$ cat src/rtl/core/obfat_pkg.sv
// shared constants and types for the look-at basis block
package obfat_pkg;

  // width of a magnitude after normalizing its leading one into bit 30
  localparam int MAG_W = 31;
  // width of the sum of squares fed to the square root
  localparam int SUM_W = 64;
  // width of the square root result
  localparam int LEN_W = 32;
  // one step per result bit of the square root
  localparam int SQRT_STEPS = 32;

  // queue status seen by the front end
  typedef struct packed {
    logic full;
    logic afull;
    logic empty;
  } fifo_stat_t;

endpackage

$ cat src/rtl/core/obfat_queue.sv
// short request queue between front end and back end
module obfat_queue #(
  parameter int W     = 8,
  parameter int DEPTH = 4
) (
  input  logic                   clk,
  input  logic                   rst,
  input  logic                   push,
  input  logic [W-1:0]           push_data,
  input  logic                   pop,
  output logic [W-1:0]           pop_data,
  output obfat_pkg::fifo_stat_t  stat
);
  import obfat_pkg::*;

  localparam int PW = (DEPTH > 1) ? $clog2(DEPTH) : 1;
  localparam int CW = $clog2(DEPTH + 1);

  logic [W-1:0]  mem [DEPTH];
  logic [PW-1:0] wr_ptr;
  logic [PW-1:0] rd_ptr;
  logic [CW-1:0] cnt;
  logic          do_push;
  logic          do_pop;

  assign do_push = push && (cnt != CW'(DEPTH));
  assign do_pop  = pop && (cnt != '0);

  // status, almost full leaves room for the two front stages in flight
  assign stat.full  = (cnt == CW'(DEPTH));
  assign stat.afull = (cnt >= CW'(DEPTH - 2));
  assign stat.empty = (cnt == '0);

  assign pop_data = mem[rd_ptr];

  // storage
  always_ff @(posedge clk) begin
    if (do_push) begin
      mem[wr_ptr] <= push_data;
    end
  end

  // pointers and fill count
  always_ff @(posedge clk) begin
    if (rst) begin
      wr_ptr <= '0;
      rd_ptr <= '0;
      cnt    <= '0;
    end else begin
      if (do_push) begin
        wr_ptr <= (wr_ptr == PW'(DEPTH - 1)) ? '0 : wr_ptr + 1'b1;
      end
      if (do_pop) begin
        rd_ptr <= (rd_ptr == PW'(DEPTH - 1)) ? '0 : rd_ptr + 1'b1;
      end
      cnt <= cnt + CW'(do_push) - CW'(do_pop);
    end
  end

  // a request is never pushed into a full queue
  assert property (@(posedge clk) disable iff (rst) !(push && stat.full))
    else $error("request pushed into full queue");

endmodule

$ cat config.mk
export PLATFORM = sky130hd
export DESIGN_NAME = obfat_queue
export DESIGN_NICKNAME = d
export VERILOG_FILES = /design/src/rtl/core/obfat_pkg.sv /design/src/rtl/core/obfat_queue.sv
export SDC_FILE = /design/constraint.sdc
export NUM_CORES = 1
export LEC_CHECK = 0
export BUFFER_PORTS_ARGS = -buffer_cell sky130_fd_sc_hd__buf_2
export CAP_MARGIN = 20
export CORE_UTILIZATION = 59
export CTS_CLUSTER_DIAMETER = 60
export DETAILED_ROUTE_END_ITERATION = 12
export PLACE_DENSITY_LB_ADDON = 0.08
export SETUP_SLACK_MARGIN = 0.4
export SLEW_MARGIN = 20
export SYNTH_ARGS = -nofsm -noshare
export SYNTH_HDL_FRONTEND = slang
export SYNTH_SLANG_ARGS = --single-unit
$ cat constraint.sdc
create_clock -name clk -period 4.4 [get_ports clk]
set_input_delay 0.66 -clock clk [delete_from_list [all_inputs] [get_ports clk]]
set_output_delay 0.66 -clock clk [all_outputs]
set_load 0.02 [all_outputs]
Yosys cells after proc, flatten, opt, wreduce, memory -nomap -nowiden
Memories as Yosys holds them, arrays and structs flattened. A register that Yosys moved wholly into a read port is not among the register bits.
Index checks and enable logic that the tools add are counted.
{"block": "word_totals", "ram_bits": 32, "elab_cells": 23, "n_memories": 1, "ff_bits": 7, "input_bits": 12}
{"block": "op_classes", "order_cmp": 1, "reduce_logical": 4, "add_sub_neg": 4, "muxes": 6, "n_eq_ne": 4}
{"name": "mem", "words": 4, "width": 8, "read_ports": 1, "rd_clocked_by_memory_dff": 1, "wr": 1, "line_no": "obfat_queue.sv:19", "source": "logic [W-1:0] mem [DEPTH];"}
{"op": "2-bit two-way mux", "count": 4}
{"op": "2-bit by 1-bit adder with 2-bit output, second input constant", "count": 2}
{"op": "2-bit == test, second input constant", "count": 2}
{"op": "3-bit by 1-bit adder with 3-bit output", "count": 1}
{"op": "3-bit == test, second input constant", "count": 1}
{"op": "3-bit by 2-bit greater-or-equal comparator with 1-bit output, second input constant", "count": 1}
{"op": "3-bit zero test", "count": 1}
{"op": "3-bit inequality test, second input constant", "count": 1}
{"op": "3-bit nonzero test", "count": 1}
{"op": "3-bit by 1-bit subtractor with 3-bit output", "count": 1}
{"op": "1-bit logical AND", "count": 2}
{"op": "1-bit two-way mux", "count": 2}

Longest topological paths before layout
{"block": "depth", "ltp_word": 4, "mapped_depth": 10, "depth_no_buf": 9}

Worst setup path after synthesis
OpenSTA, ideal clock, no wires.
{"block": "synth_timing", "path_kind": "reg-to-reg", "start": "register cnt[2]", "end": "register cnt[1]", "setup_time_ns": 0.114, "stages_incl_launch_ff": 10, "t_required_ns": 4.286, "t_arrival_ns": 1.963, "period_less_slack_ns": 2.077, "setup_slack_ns": 2.323, "path_cell_list": "dfxtp_1 -> or3b_1 -> buf_6 -> and2_4 -> inv_1 -> ha_1 -> inv_1 -> ha_1 -> fa_1 -> nor2b_1"}
{"block": "synth_between", "elab_chain_len": 4, "word_cells_on_any_way": 6}
{"element": "start, declared", "line_no": "obfat_queue.sv:22", "source": "logic [CW-1:0] cnt;"}
{"element": "start signal, assigned", "line_no": "obfat_queue.sv:56", "source": "cnt <= cnt + CW'(do_push) - CW'(do_pop);"}
{"element": "3-bit inequality test", "line_no": "obfat_queue.sv:26", "source": "assign do_push = push && (cnt != CW'(DEPTH));"}
{"element": "1-bit logical AND", "line_no": "obfat_queue.sv:26"}
{"element": "3-bit by 1-bit adder with 3-bit output", "line_no": "obfat_queue.sv:56"}
{"element": "3-bit by 1-bit subtractor with 3-bit output *", "line_no": "obfat_queue.sv:56"}
Every way passes the cells marked *; elsewhere a longest branch is shown, timed or not.
A chain may end at the register's enable or synchronous reset.

==> flow_summary_export.csv <==
group,metric,value,unit
outcome,status,"finished clean",
detailed_routing,wl_per_cell,16.66,µm
clock_network,ctsResizeCount,0,
yosys,syn_area_per_cell,17.57,µm²
placement,numPortBuffers,22,
timing,tightest_slew,0.5401,ns
placement,gp_congestion,0.6665,
yosys,synth_cell_types,24,
timing,finalWorstSetupSlack,1.970,ns
grt,grtUsageTotal,19.66,%
floorplanning,dieArea,3015,µm²
timing,setup_tns,0,ns
yosys,synth_nets,115,
detailed_routing,wl,2.499,mm
clock_network,cts_tree,"done",
layout,drive_gt1_share,30.83,%
grt,grt_pass1_vias,863,
timing,report.final.hold_viol_count,0,
timing,setup_violations,0,
clock_network,cts.htree.levels,2,
setup_path,required,3.74,ns
grt,grt_pass1_wl,3.726,mm
floorplanning,io_pins,23,
clock_network,root_buffer,"clkbuf_4",
layout,layout_common_cells,"32 x edfxtp_1, 22 x buf_2, 9 x inv_1, 9 x dfxtp_1",
yosys,synthCells,94,
floorplanning,fp.dieH,54.91,µm
clock_network,clkTransAtPathRegs,0.09,ns
run,maxCapViolCount,0,
pwr,irDropWorstVdd,0.0004000,V
clock_network,cts.sinks,41,
timing,clock_skew,0.007939,ns
grt,grt_antenna_before_repair,0,
detailed_routing,first_pass_iters,4,
timing,relSlewSlack,63.69,%
yosys,synth_seq_cells,41,
floorplanning,core,2567,µm²
pwr,leakage,0.7037,nW
pwr,power_density,521.6,nW/µm²
timing,fmax,411.4,MHz
clock_network,cts.path.max_buffers,2,
placement,preCtsSetupSlack,2.170,ns
setup_path,end_kind,"output port",
clock_network,numCtsBuffers,5,
yosys,seq_area_frac_synth,69.09,%
timing,finalCritPeriodShare,55.24,%
clock_network,holdBufCountCts,0,
timing,rsz0062_at_grt,"false",
layout,area_growth,10.45,%
floorplanning,initial_core_util,64.33,%
yosys,netlist_area,1652,µm²
timing,drv_slew,0,
grt,grt_max_degree,12,
clock_network,cts_setup_buffers,0,
detailed_routing,drtIter0Drc,10,
floorplanning,rows,18,
floorplanning,fp.dieW,54.91,µm
layout,layout_commonest_cell,"edfxtp_1",
setup_path,crit_arrival,1.77,ns
setup_path,critPathKind,"flop to output port",
yosys,ys_warn_count,0,
detailed_routing,viasPerCell,5.780,
layout,fin_nets,141,
layout,antenna_cells,0,
setup_path,path_max_fanout,8,
setup_path,worstSetupStartpointType,"flop",
detailed_routing,drcViolationCount,0,
clock_network,clock_latency,0.34,ns
detailed_routing,vias,867,
grt,grt.overflow.total,0,
timing,period_needed,2.431,ns
placement,dpl.hpwl,1.781,mm
detailed_routing,drtAntennaViolNets,0,
min_path,hp-class,"flop to flop",
## kinds of logic (layout without fill, tap and decap cells)
logic type               after synthesis  after routing  synth area share [%]
adder cells (fa/ha/maj)                9              9                 7.273
AO/OA/AOI/OAI                          6              6                 2.727
XOR/XNOR                               1              1                0.5304
flip-flops                            41             41                 69.09
buffers and inverters                 12             38                 3.257
AND/OR/NAND/NOR                       16             16                 5.606
multiplexers                           9              9                 11.52
## final timing paths
kind                                 end              startpoint  depth (start not counted)  slack [ns]
setup reg to reg       cnt[1]$_SDFF_PP0_       cnt[2]$_SDFF_PP0_                          8        2.17
hold / removal    rd_ptr[0]$_SDFFE_PP0N_  rd_ptr[0]$_SDFFE_PP0N_                          2        0.51
hold reg to reg   rd_ptr[0]$_SDFFE_PP0N_  rd_ptr[0]$_SDFFE_PP0N_                          2        0.51
setup / recovery             pop_data[4]                    flop                          2        1.97
## registers in the layout (all words and copies together) (netlist names), named ones only
| register | flops |
|---|---|
| cnt | 3 |
| mem | 32 |
| rd_ptr | 2 |
| wr_ptr | 2 |
## critical path, cell delays in order, from the launching register on
cell and delay [ns]:
dfxtp_1 0.68, mux4_2 0.59, buf_2 0.18
## layout make-up
type | count | area (µm²)
Fill cell | 172 | 743.2
Clock buffer | 6 | 41.29
Tap cell | 30 | 37.54
Multi-Input combinational cell | 41 | 456.7
Inverter | 9 | 33.78
Sequential cell | 41 | 1141
Timing Repair Buffer | 22 | 110.1
Clock inverter | 1 | 3.754
## synthesized netlist by cell type
library cell   n  area [µm²]
a21o_1         1       7.510
a21oi_1        2       10.01
and2_4         1       8.760
and3_1         4       25.02
buf_1          1       3.750
buf_2          1       5.000
buf_6          1       11.26
dfxtp_1        9       180.2
edfxtp_1      32       960.9
fa_1           1       20.02
ha_1           8       100.1
inv_1          9       33.78
mux2i_1        1       10.01
mux4_2         8       180.2
nand2_1        1       3.750
nand3_1        2       10.01
nor2_1         2       7.510
nor2b_1        2       12.51
nor3_1         2       10.01
o31ai_1        2       15.01
o31ai_2        1       12.51
or3_1          1       6.260
or3b_1         1       8.760
xor2_1         1       8.760
## report_power, final
part	internal [mW]	switching [mW]	total, mW
clock network	0.0580	0.104	0.162
logic	0.125	0.151	0.276
registers	0.472	0.0415	0.513
## metal layers
| layer | vias to the layer above | GRT usage [%] | routed length [µm] |
|---|---|---|---|
| li1 | 407 | - | - |
| met1 | 419 | 20.11 | 1017 |
| met2 | 34 | 34.54 | 1314 |
| met3 | 7 | 8.743 | 126 |
| met4 | 0 | 8.333 | 40 |
| met5 | - | 0 | 0 |
## metrics by stage
| stage | util (%) | power [mW] | cell area [µm²] | instances | hold WS [ns] |
|---|---|---|---|---|---|
| 2_1_floorplan | - | 0.7254 | 1652 | 94 | 0.4559 |
| 3_3_place_gp | 69.30 | 0.7907 | 1779 | 143 | 0.4831 |
| 3_5_place_dp | 69.30 | 0.8035 | 1779 | 143 | 0.5000 |
| 4_1_cts | 71.05 | 0.9643 | 1824 | 150 | 0.5187 |
| 5_1_grt | 71.05 | 1.013 | 1824 | 150 | 0.5188 |
| 6_report | 71.05 | 0.9515 | 1824 | 150 | 0.5110 |
Power figures use the tool's default switching activity.
