**src/rtl/core/obfat_pkg.sv**
```systemverilog
// shared constants and types for the look-at basis block
package obfat_pkg;

  // width of a magnitude after normalizing its leading one into bit 30
  localparam int MAG_W = 31;
  // width of the sum of squares fed to the square root
  localparam int SUM_W = 64;
  // width of the square root result
  localparam int LEN_W = 32;
  // one step per result bit of the square root
  localparam int SQRT_STEPS = 32;

  // queue status seen by the front end
  typedef struct packed {
    logic full;
    logic afull;
    logic empty;
  } fifo_stat_t;

endpackage

```
**src/rtl/core/obfat_front.sv**
```systemverilog
// front end: request capture and the right cross product
module obfat_front #(
  parameter int CB = 16
) (
  input  logic                        clk,
  input  logic                        rst,
  input  logic                        start,
  output logic                        busy,
  input  logic signed [CB-1:0]        at_x,
  input  logic signed [CB-1:0]        at_y,
  input  logic signed [CB-1:0]        at_z,
  input  logic signed [CB-1:0]        up_x,
  input  logic signed [CB-1:0]        up_y,
  input  logic signed [CB-1:0]        up_z,
  input  obfat_pkg::fifo_stat_t       stat,
  output logic                        push,
  output logic [2:0][2*CB-1:0]        cr,
  output logic [2:0][CB-1:0]          up_o
);
  import obfat_pkg::*;

  localparam int W = 2 * CB;

  logic                 s0_valid;
  logic signed [CB-1:0] s0_at [3];
  logic signed [CB-1:0] s0_up [3];
  logic signed [W-1:0]  ax [3];
  logic signed [W-1:0]  ux [3];
  logic signed [W-1:0]  c0;
  logic signed [W-1:0]  c1;
  logic signed [W-1:0]  c2;

  assign busy = stat.afull;

  // capture stage
  always_ff @(posedge clk) begin
    if (rst) begin
      s0_valid <= 1'b0;
    end else begin
      s0_valid <= start && !busy;
    end
  end

  always_ff @(posedge clk) begin
    s0_at[0] <= at_x;
    s0_at[1] <= at_y;
    s0_at[2] <= at_z;
    s0_up[0] <= up_x;
    s0_up[1] <= up_y;
    s0_up[2] <= up_z;
  end

  // right = cross(up, at), exact in twice the component width
  always_comb begin
    for (int i = 0; i < 3; i++) begin
      ax[i] = W'(s0_at[i]);
      ux[i] = W'(s0_up[i]);
    end
    c0 = ux[1] * ax[2] - ux[2] * ax[1];
    c1 = ux[2] * ax[0] - ux[0] * ax[2];
    c2 = ux[0] * ax[1] - ux[1] * ax[0];
  end

  always_ff @(posedge clk) begin
    if (rst) begin
      push <= 1'b0;
    end else begin
      push <= s0_valid;
    end
  end

  always_ff @(posedge clk) begin
    cr[0] <= c0;
    cr[1] <= c1;
    cr[2] <= c2;
    for (int i = 0; i < 3; i++) begin
      up_o[i] <= s0_up[i];
    end
  end

endmodule

```
**config.mk**
```make
export PLATFORM = sky130hd
export DESIGN_NAME = obfat_front
export DESIGN_NICKNAME = d
export VERILOG_FILES = /design/src/rtl/core/obfat_pkg.sv /design/src/rtl/core/obfat_front.sv
export SDC_FILE = /design/constraint.sdc
export NUM_CORES = 2
export LEC_CHECK = 0
export ABC_CLOCK_PERIOD_IN_PS = 7300
export BUFFER_PORTS_ARGS = -buffer_cell sky130_fd_sc_hd__buf_2
export CAP_MARGIN = 10
export CELL_PAD_IN_SITES_DETAIL_PLACEMENT = 1
export CELL_PAD_IN_SITES_GLOBAL_PLACEMENT = 2
export CORE_MARGIN = 1
export CORE_UTILIZATION = 39
export DETAILED_ROUTE_END_ITERATION = 10
export PLACE_DENSITY_LB_ADDON = 0.1
export SETUP_SLACK_MARGIN = 0.15
export SLEW_MARGIN = 40
export SYNTH_ARGS = -nofsm -noshare
export SYNTH_HDL_FRONTEND = slang
export SYNTH_SLANG_ARGS = --single-unit
```
**constraint.sdc**
```tcl
create_clock -name clk -period 7.3 [get_ports clk]
set_clock_uncertainty 0.15 [all_clocks]
set_input_delay 0.73 -clock clk [delete_from_list [all_inputs] [get_ports clk]]
set_output_delay 0.73 -clock clk [all_outputs]
set_load 0.01 [all_outputs]
```
* Word-level counts from Yosys, hierarchy flattened
Memories as Yosys holds them, arrays and structs flattened.
Cells that the tools add are included.
Widths: inputs -> output; s select.
** Storage, ports and cells
- Register bits :: 146
- Bits in writable memories :: 96
- Output and inout port bits :: 146
- Memories :: 2
** Memory list
- s0_at :: depth 3, bits a word 16, read ports 3, clocked after memory_dff 0, wr ports 3, line obfat_front.sv:25 : logic signed [CB-1:0] s0_at [3];
- s0_up :: depth 3, bits a word 16, read ports 3, clocked after memory_dff 0, wr ports 3, line obfat_front.sv:26 : logic signed [CB-1:0] s0_up [3];
** Cells by class
- Add/sub/neg operators :: 3
- Multipliers :: 6
- Reduce and logical (&&, ||, !) cells :: 2
** Operators by type and width (count)
- $mul 16x16->32 :: 6
- $sub 32x32->32 :: 3
- $logic_and 1x1->1 :: 1
- $logic_not 1->1 :: 1

* Longest topological paths before layout
- Depth in word-level cells :: 2
- Mapped depth :: 28
- Gate-level depth less buffers :: 27

* Worst setup path after synthesis
No wires, ideal clock.
- Path kind :: register to register
- From :: memory s0_up[1][15] (netlist: s0_up[0][31])
- To :: register cr[88] in the netlist's numbering
- Setup time :: 0.072 ns
- Arrival :: 7.400 ns
- Slack :: -0.322 ns
- Cell stages (with the launch flop) :: 26
- Clock period less this slack :: 7.622 ns
- Path through :: dfxtp_1 clkbuf_1 nand2_1 inv_1 fa_1 inv_1 fa_1 inv_1 fa_1 fa_1 inv_1 fa_1 fa_1 fa_1 inv_1 fa_1 inv_1 ha_1 a21o_1 a211o_1 or4_1 o21ai_1 o21ai_0 a21o_1 a21oi_1 xnor2_1
** RTL lines
- from (decl) :: line obfat_front.sv:26
- to (decl) :: line obfat_front.sv:17 : output logic [2:0][2*CB-1:0] cr,

==> summary.md <==
| Metric | Value |
|---|---|
| Port Buffers | `245` |
| TritonCTS clock tree | `built` |
| Cell mode on critical path | `fa_1` |
| IO Count | `248` |
| M2 GR Usage | `41.2%` |
| Worst-Skew Late Latency | `roughly 0.67 ns` |
| Register area share after synthesis | `between 7 and 8%` |
| Syn avg cell area | `9.70 sq um` |
| Largest family of logic cells by synthesized area | `adder cells` |
| Worst-margin pin slew | `0.523 ns` |
| Min-Delay Path Class | `in -> reg` |
| Drt first pass iters | `5` |
| Fin worst setup slack | `-0.298 ns` |
| Crit Path Max Fanout | `7` |
| Complex-gate fraction of the synthesized area | `2.11%` |
| Maxcap violations | `0` |
| Initial antenna violation count | `7` |
| Chip width | `411 um` |
| Kind of cell adding the most delay to the critical path | `adder cells` |
| Worst R2R Start | `s0_at[0][19]$_DFF_P_` |
| Wire length of the first global-routing pass | `314 mm` |
| DRT iter0 DRCs | `1868` |
| Final Critical Period | `7.60 ns` |
| Area share of xor/xnor cells in the synthesized design | `2.08%` |
| Worst Setup Start Kind | `flip-flop` |
| Fmax | `132 MHz` |
| Grt ovf | `0` |
| Crit-path cells | `buf_12 -> and2_4 -> fa_1 -> inv_2 -> fa_1 -> fa_1 -> fa_1 -> fa_1 -> inv_1 -> fa_1 -> fa_1 -> fa_1 -> ha_2 -> buf_6 -> or3_4 -> nor4_4 -> buf_6 -> o31ai_4 -> buf_6 -> o41a_1 -> buf_6 -> a211o_1 -> a21oi_2 -> xnor2_1` |
| Post-synthesis register bit count | `242` |
| Status | `complete, but fails checks` |
| Busiest grt layer | `met2` |
| Placed insts | `9544` |
| WS Path Type | `reg -> reg` |
| RePlAce Congestion | `between 0.8 and 0.9` |
| CTS root buf | `clkbuf_16` |
| Slowest cell on crit path | `fa_1` |
| Fill cells | `18600` |
| Worst setup EP type | `flip-flop` |
| ANT nets after route | `0` |
| Routed wire per std cell | `20.5 um` |
| Synth-to-layout area growth | `21.6%` |
| Slowest stage delay, CP | `0.58 ns` |
| Initial Util | `39.4%` |
| Unique masters post-synth | `56` |
| Die height | `approximately 410 um` |
| Rel. slew slack | `64.9%` |
| WP buf/inv | `7` |
| Slew Limit Fails | `0` |
| Drt via density | `4.68` |
| Clock Sinks | `242` |
| RSZ-0062 raised after global routing | `yes` |
| Period utilisation layout | `104%` |
| Drc violations | `0` |
| Mux share of post-synthesis cell area | `0.0154%` |
| Adder-Cell Fraction of Synth Area | `62.3%` |
| Final number of setup-violating endpoints | `27` |
| Gate Count Post-Synth | `just under 7000` |
| H-tree levels | `2` |
| Final-stage net count | `9860` |
| M1 GR Usage | `34.8%` |
| Number of global-route vias before repair | `52600` |
| Async S/R FF share, synth | `0%` |
| Aggregate global-route resource usage | `24.9%` |
| Post-synth top flop | `dfxtp_1` |
| CP arrival | `7.99 ns` |
| Synth Area in Simple Gates | `13.2%` |
| Violated checks | `setup timing` |
| Synthesized cell area | `65200 sq um` |
| Final Hold Viols | `0` |
| Max clock buf depth | `3` |
| Total Wirelength | `201 mm` |
| Worst endpoint required time | `7.70 ns` |
| Synth warn | `0` |
| Number of buffers created by CTS | `37` |
| Rows | `149` |
| Clock-pin slew of the registers on the worst-case setup and hold paths | `around 0.06 ns` |
| Hold path start | `up_x[6]` |
| Vias | `45800` |
| GR Layer Usage met3 | `between 2 and 3%` |
| Post-Synthesis Net Count | `about 9000` |
| Largest net degree at the start of global routing | `29` |
| Critical Path Start | `s0_at[0][19]$_DFF_P_` |
| Post-Layout Cell Count | `9775` |
| EDFF count, synth | `0` |
| CORE AREA | `166000 sq um` |
| Detailed Place HPWL | `171 mm` |
| Full die area | `169000 sq um` |
| Layout cells sized above 1 | `18.2%` |
## cell usage in the layout (no fill, tap or decap), drive strengths merged, types with 4 or more instances in the layout
cell and count:
inv 1936, fa 1731, buf 1004, and2 815, nand2 663, ha 477
dfxtp 242, xnor2 125, nor2 82, a21oi 74, dlygate4sd3 65, nand2b 55
clkbuf 43, o21ai 37, a21o 31, xor2 30, clkinv 16, o21a 15
nand3 13, clkinvlp 11, o21bai 10, and3 10, a31oi 10, diode 8
a211o 8, nor2b 8, nor3 6, or2 6, o211ai 5, or3 5
nand4 4, o31ai 4, or4 4, a211oi 4, nor4 4
## final cells by class
type                    instances  area, sq um  area share, %
diodes                          8         20.0         0.0252
clock buffers                  42          996           1.26
clock inverters                25          241          0.305
inverters                    1940         7310           9.22
multi-input cells            4256        53400           67.3
flip-flops and latches        242         4910           6.19
well taps                    2189         2740           3.45
repair buffers               1073         9740           12.3
## logic make-up after synthesis
| kind of cell | after synthesis |
|---|---|
| mux | 1 |
| simple gates | 1678 |
| fa+ha+maj | 2208 |
| xor+xnor | 155 |
| flops | 242 |
| buf+inv | 2226 |
| compound gates | 214 |
## routing by layer
layer / wire length, um / vias up
met5: 9 / -
met2: 96100 / 820
li1: - / 20500
met3: 8760 / 161
met4: 6030 / 2
met1: 89900 / 24300
## what timing repair did
item / CTS / global route
hold buffers: 64 / 1
hold endpoints to repair: 64 / 1
pin swaps: 206 / 116
setup endpoints to repair: 45 / 45
gates resized for setup: 301 / 138
gates cloned: 4 / 1
buffers inserted: 58 / 28
## path summary, 6_finish.rpt
kind	to	slack [ns]	cells past startpoint
max	cr[93]$_DFF_P_	-0.30	24
min	s0_up[0][6]$_DFF_P_	0.06	1
max reg2reg	cr[93]$_DFF_P_	-0.30	24
min reg2reg	up_o[9]$_DFF_P_	0.23	0
## per-stage QoR
step,TNS [ns],setup WS [ns],util [%],hold slack [ns],area (sq um)
5_1_grt,-11.56,-0.544,47.9,0.0178,79300
3_5_place_dp,-11.53,-0.589,45.2,0.231,74900
4_1_cts,-3.18,-0.307,47.4,0.0000662,78500
2_1_floorplan,0,0.150,-,0.220,65400
6_report,-3.95,-0.298,47.9,0.0591,79300
3_3_place_gp,-8.34,-0.503,45.2,0.227,74900
## cell usage after synthesis, drive strengths merged, types with 8 or more instances
master / number / area [sq um]
a211o: 8 / 70.1
a21o: 31 / 233
a21oi: 74 / 378
a31oi: 10 / 62.6
and2: 815 / 5100
and3: 10 / 62.6
clkbuf: 282 / 1060
dfxtp: 242 / 4840
fa: 1731 / 34700
ha: 477 / 5970
inv: 1938 / 7270
nand2: 663 / 2490
nand2b: 55 / 344
nand3: 13 / 65.1
nor2: 82 / 308
nor2b: 8 / 50.1
o21a: 15 / 113
o21ai: 37 / 185
o21bai: 10 / 75.1
xnor2: 125 / 1090
xor2: 30 / 263
## state kept, by name, indices dropped and copies added, names as in the netlist
signal / cells
s0_at: 48
up_o: 48
s0_valid: 1
cr: 96
s0_up: 48
push: 1
Power is not shown: default switching activity piles up to over one toggle a cycle in this logic, so the estimate is an artifact.
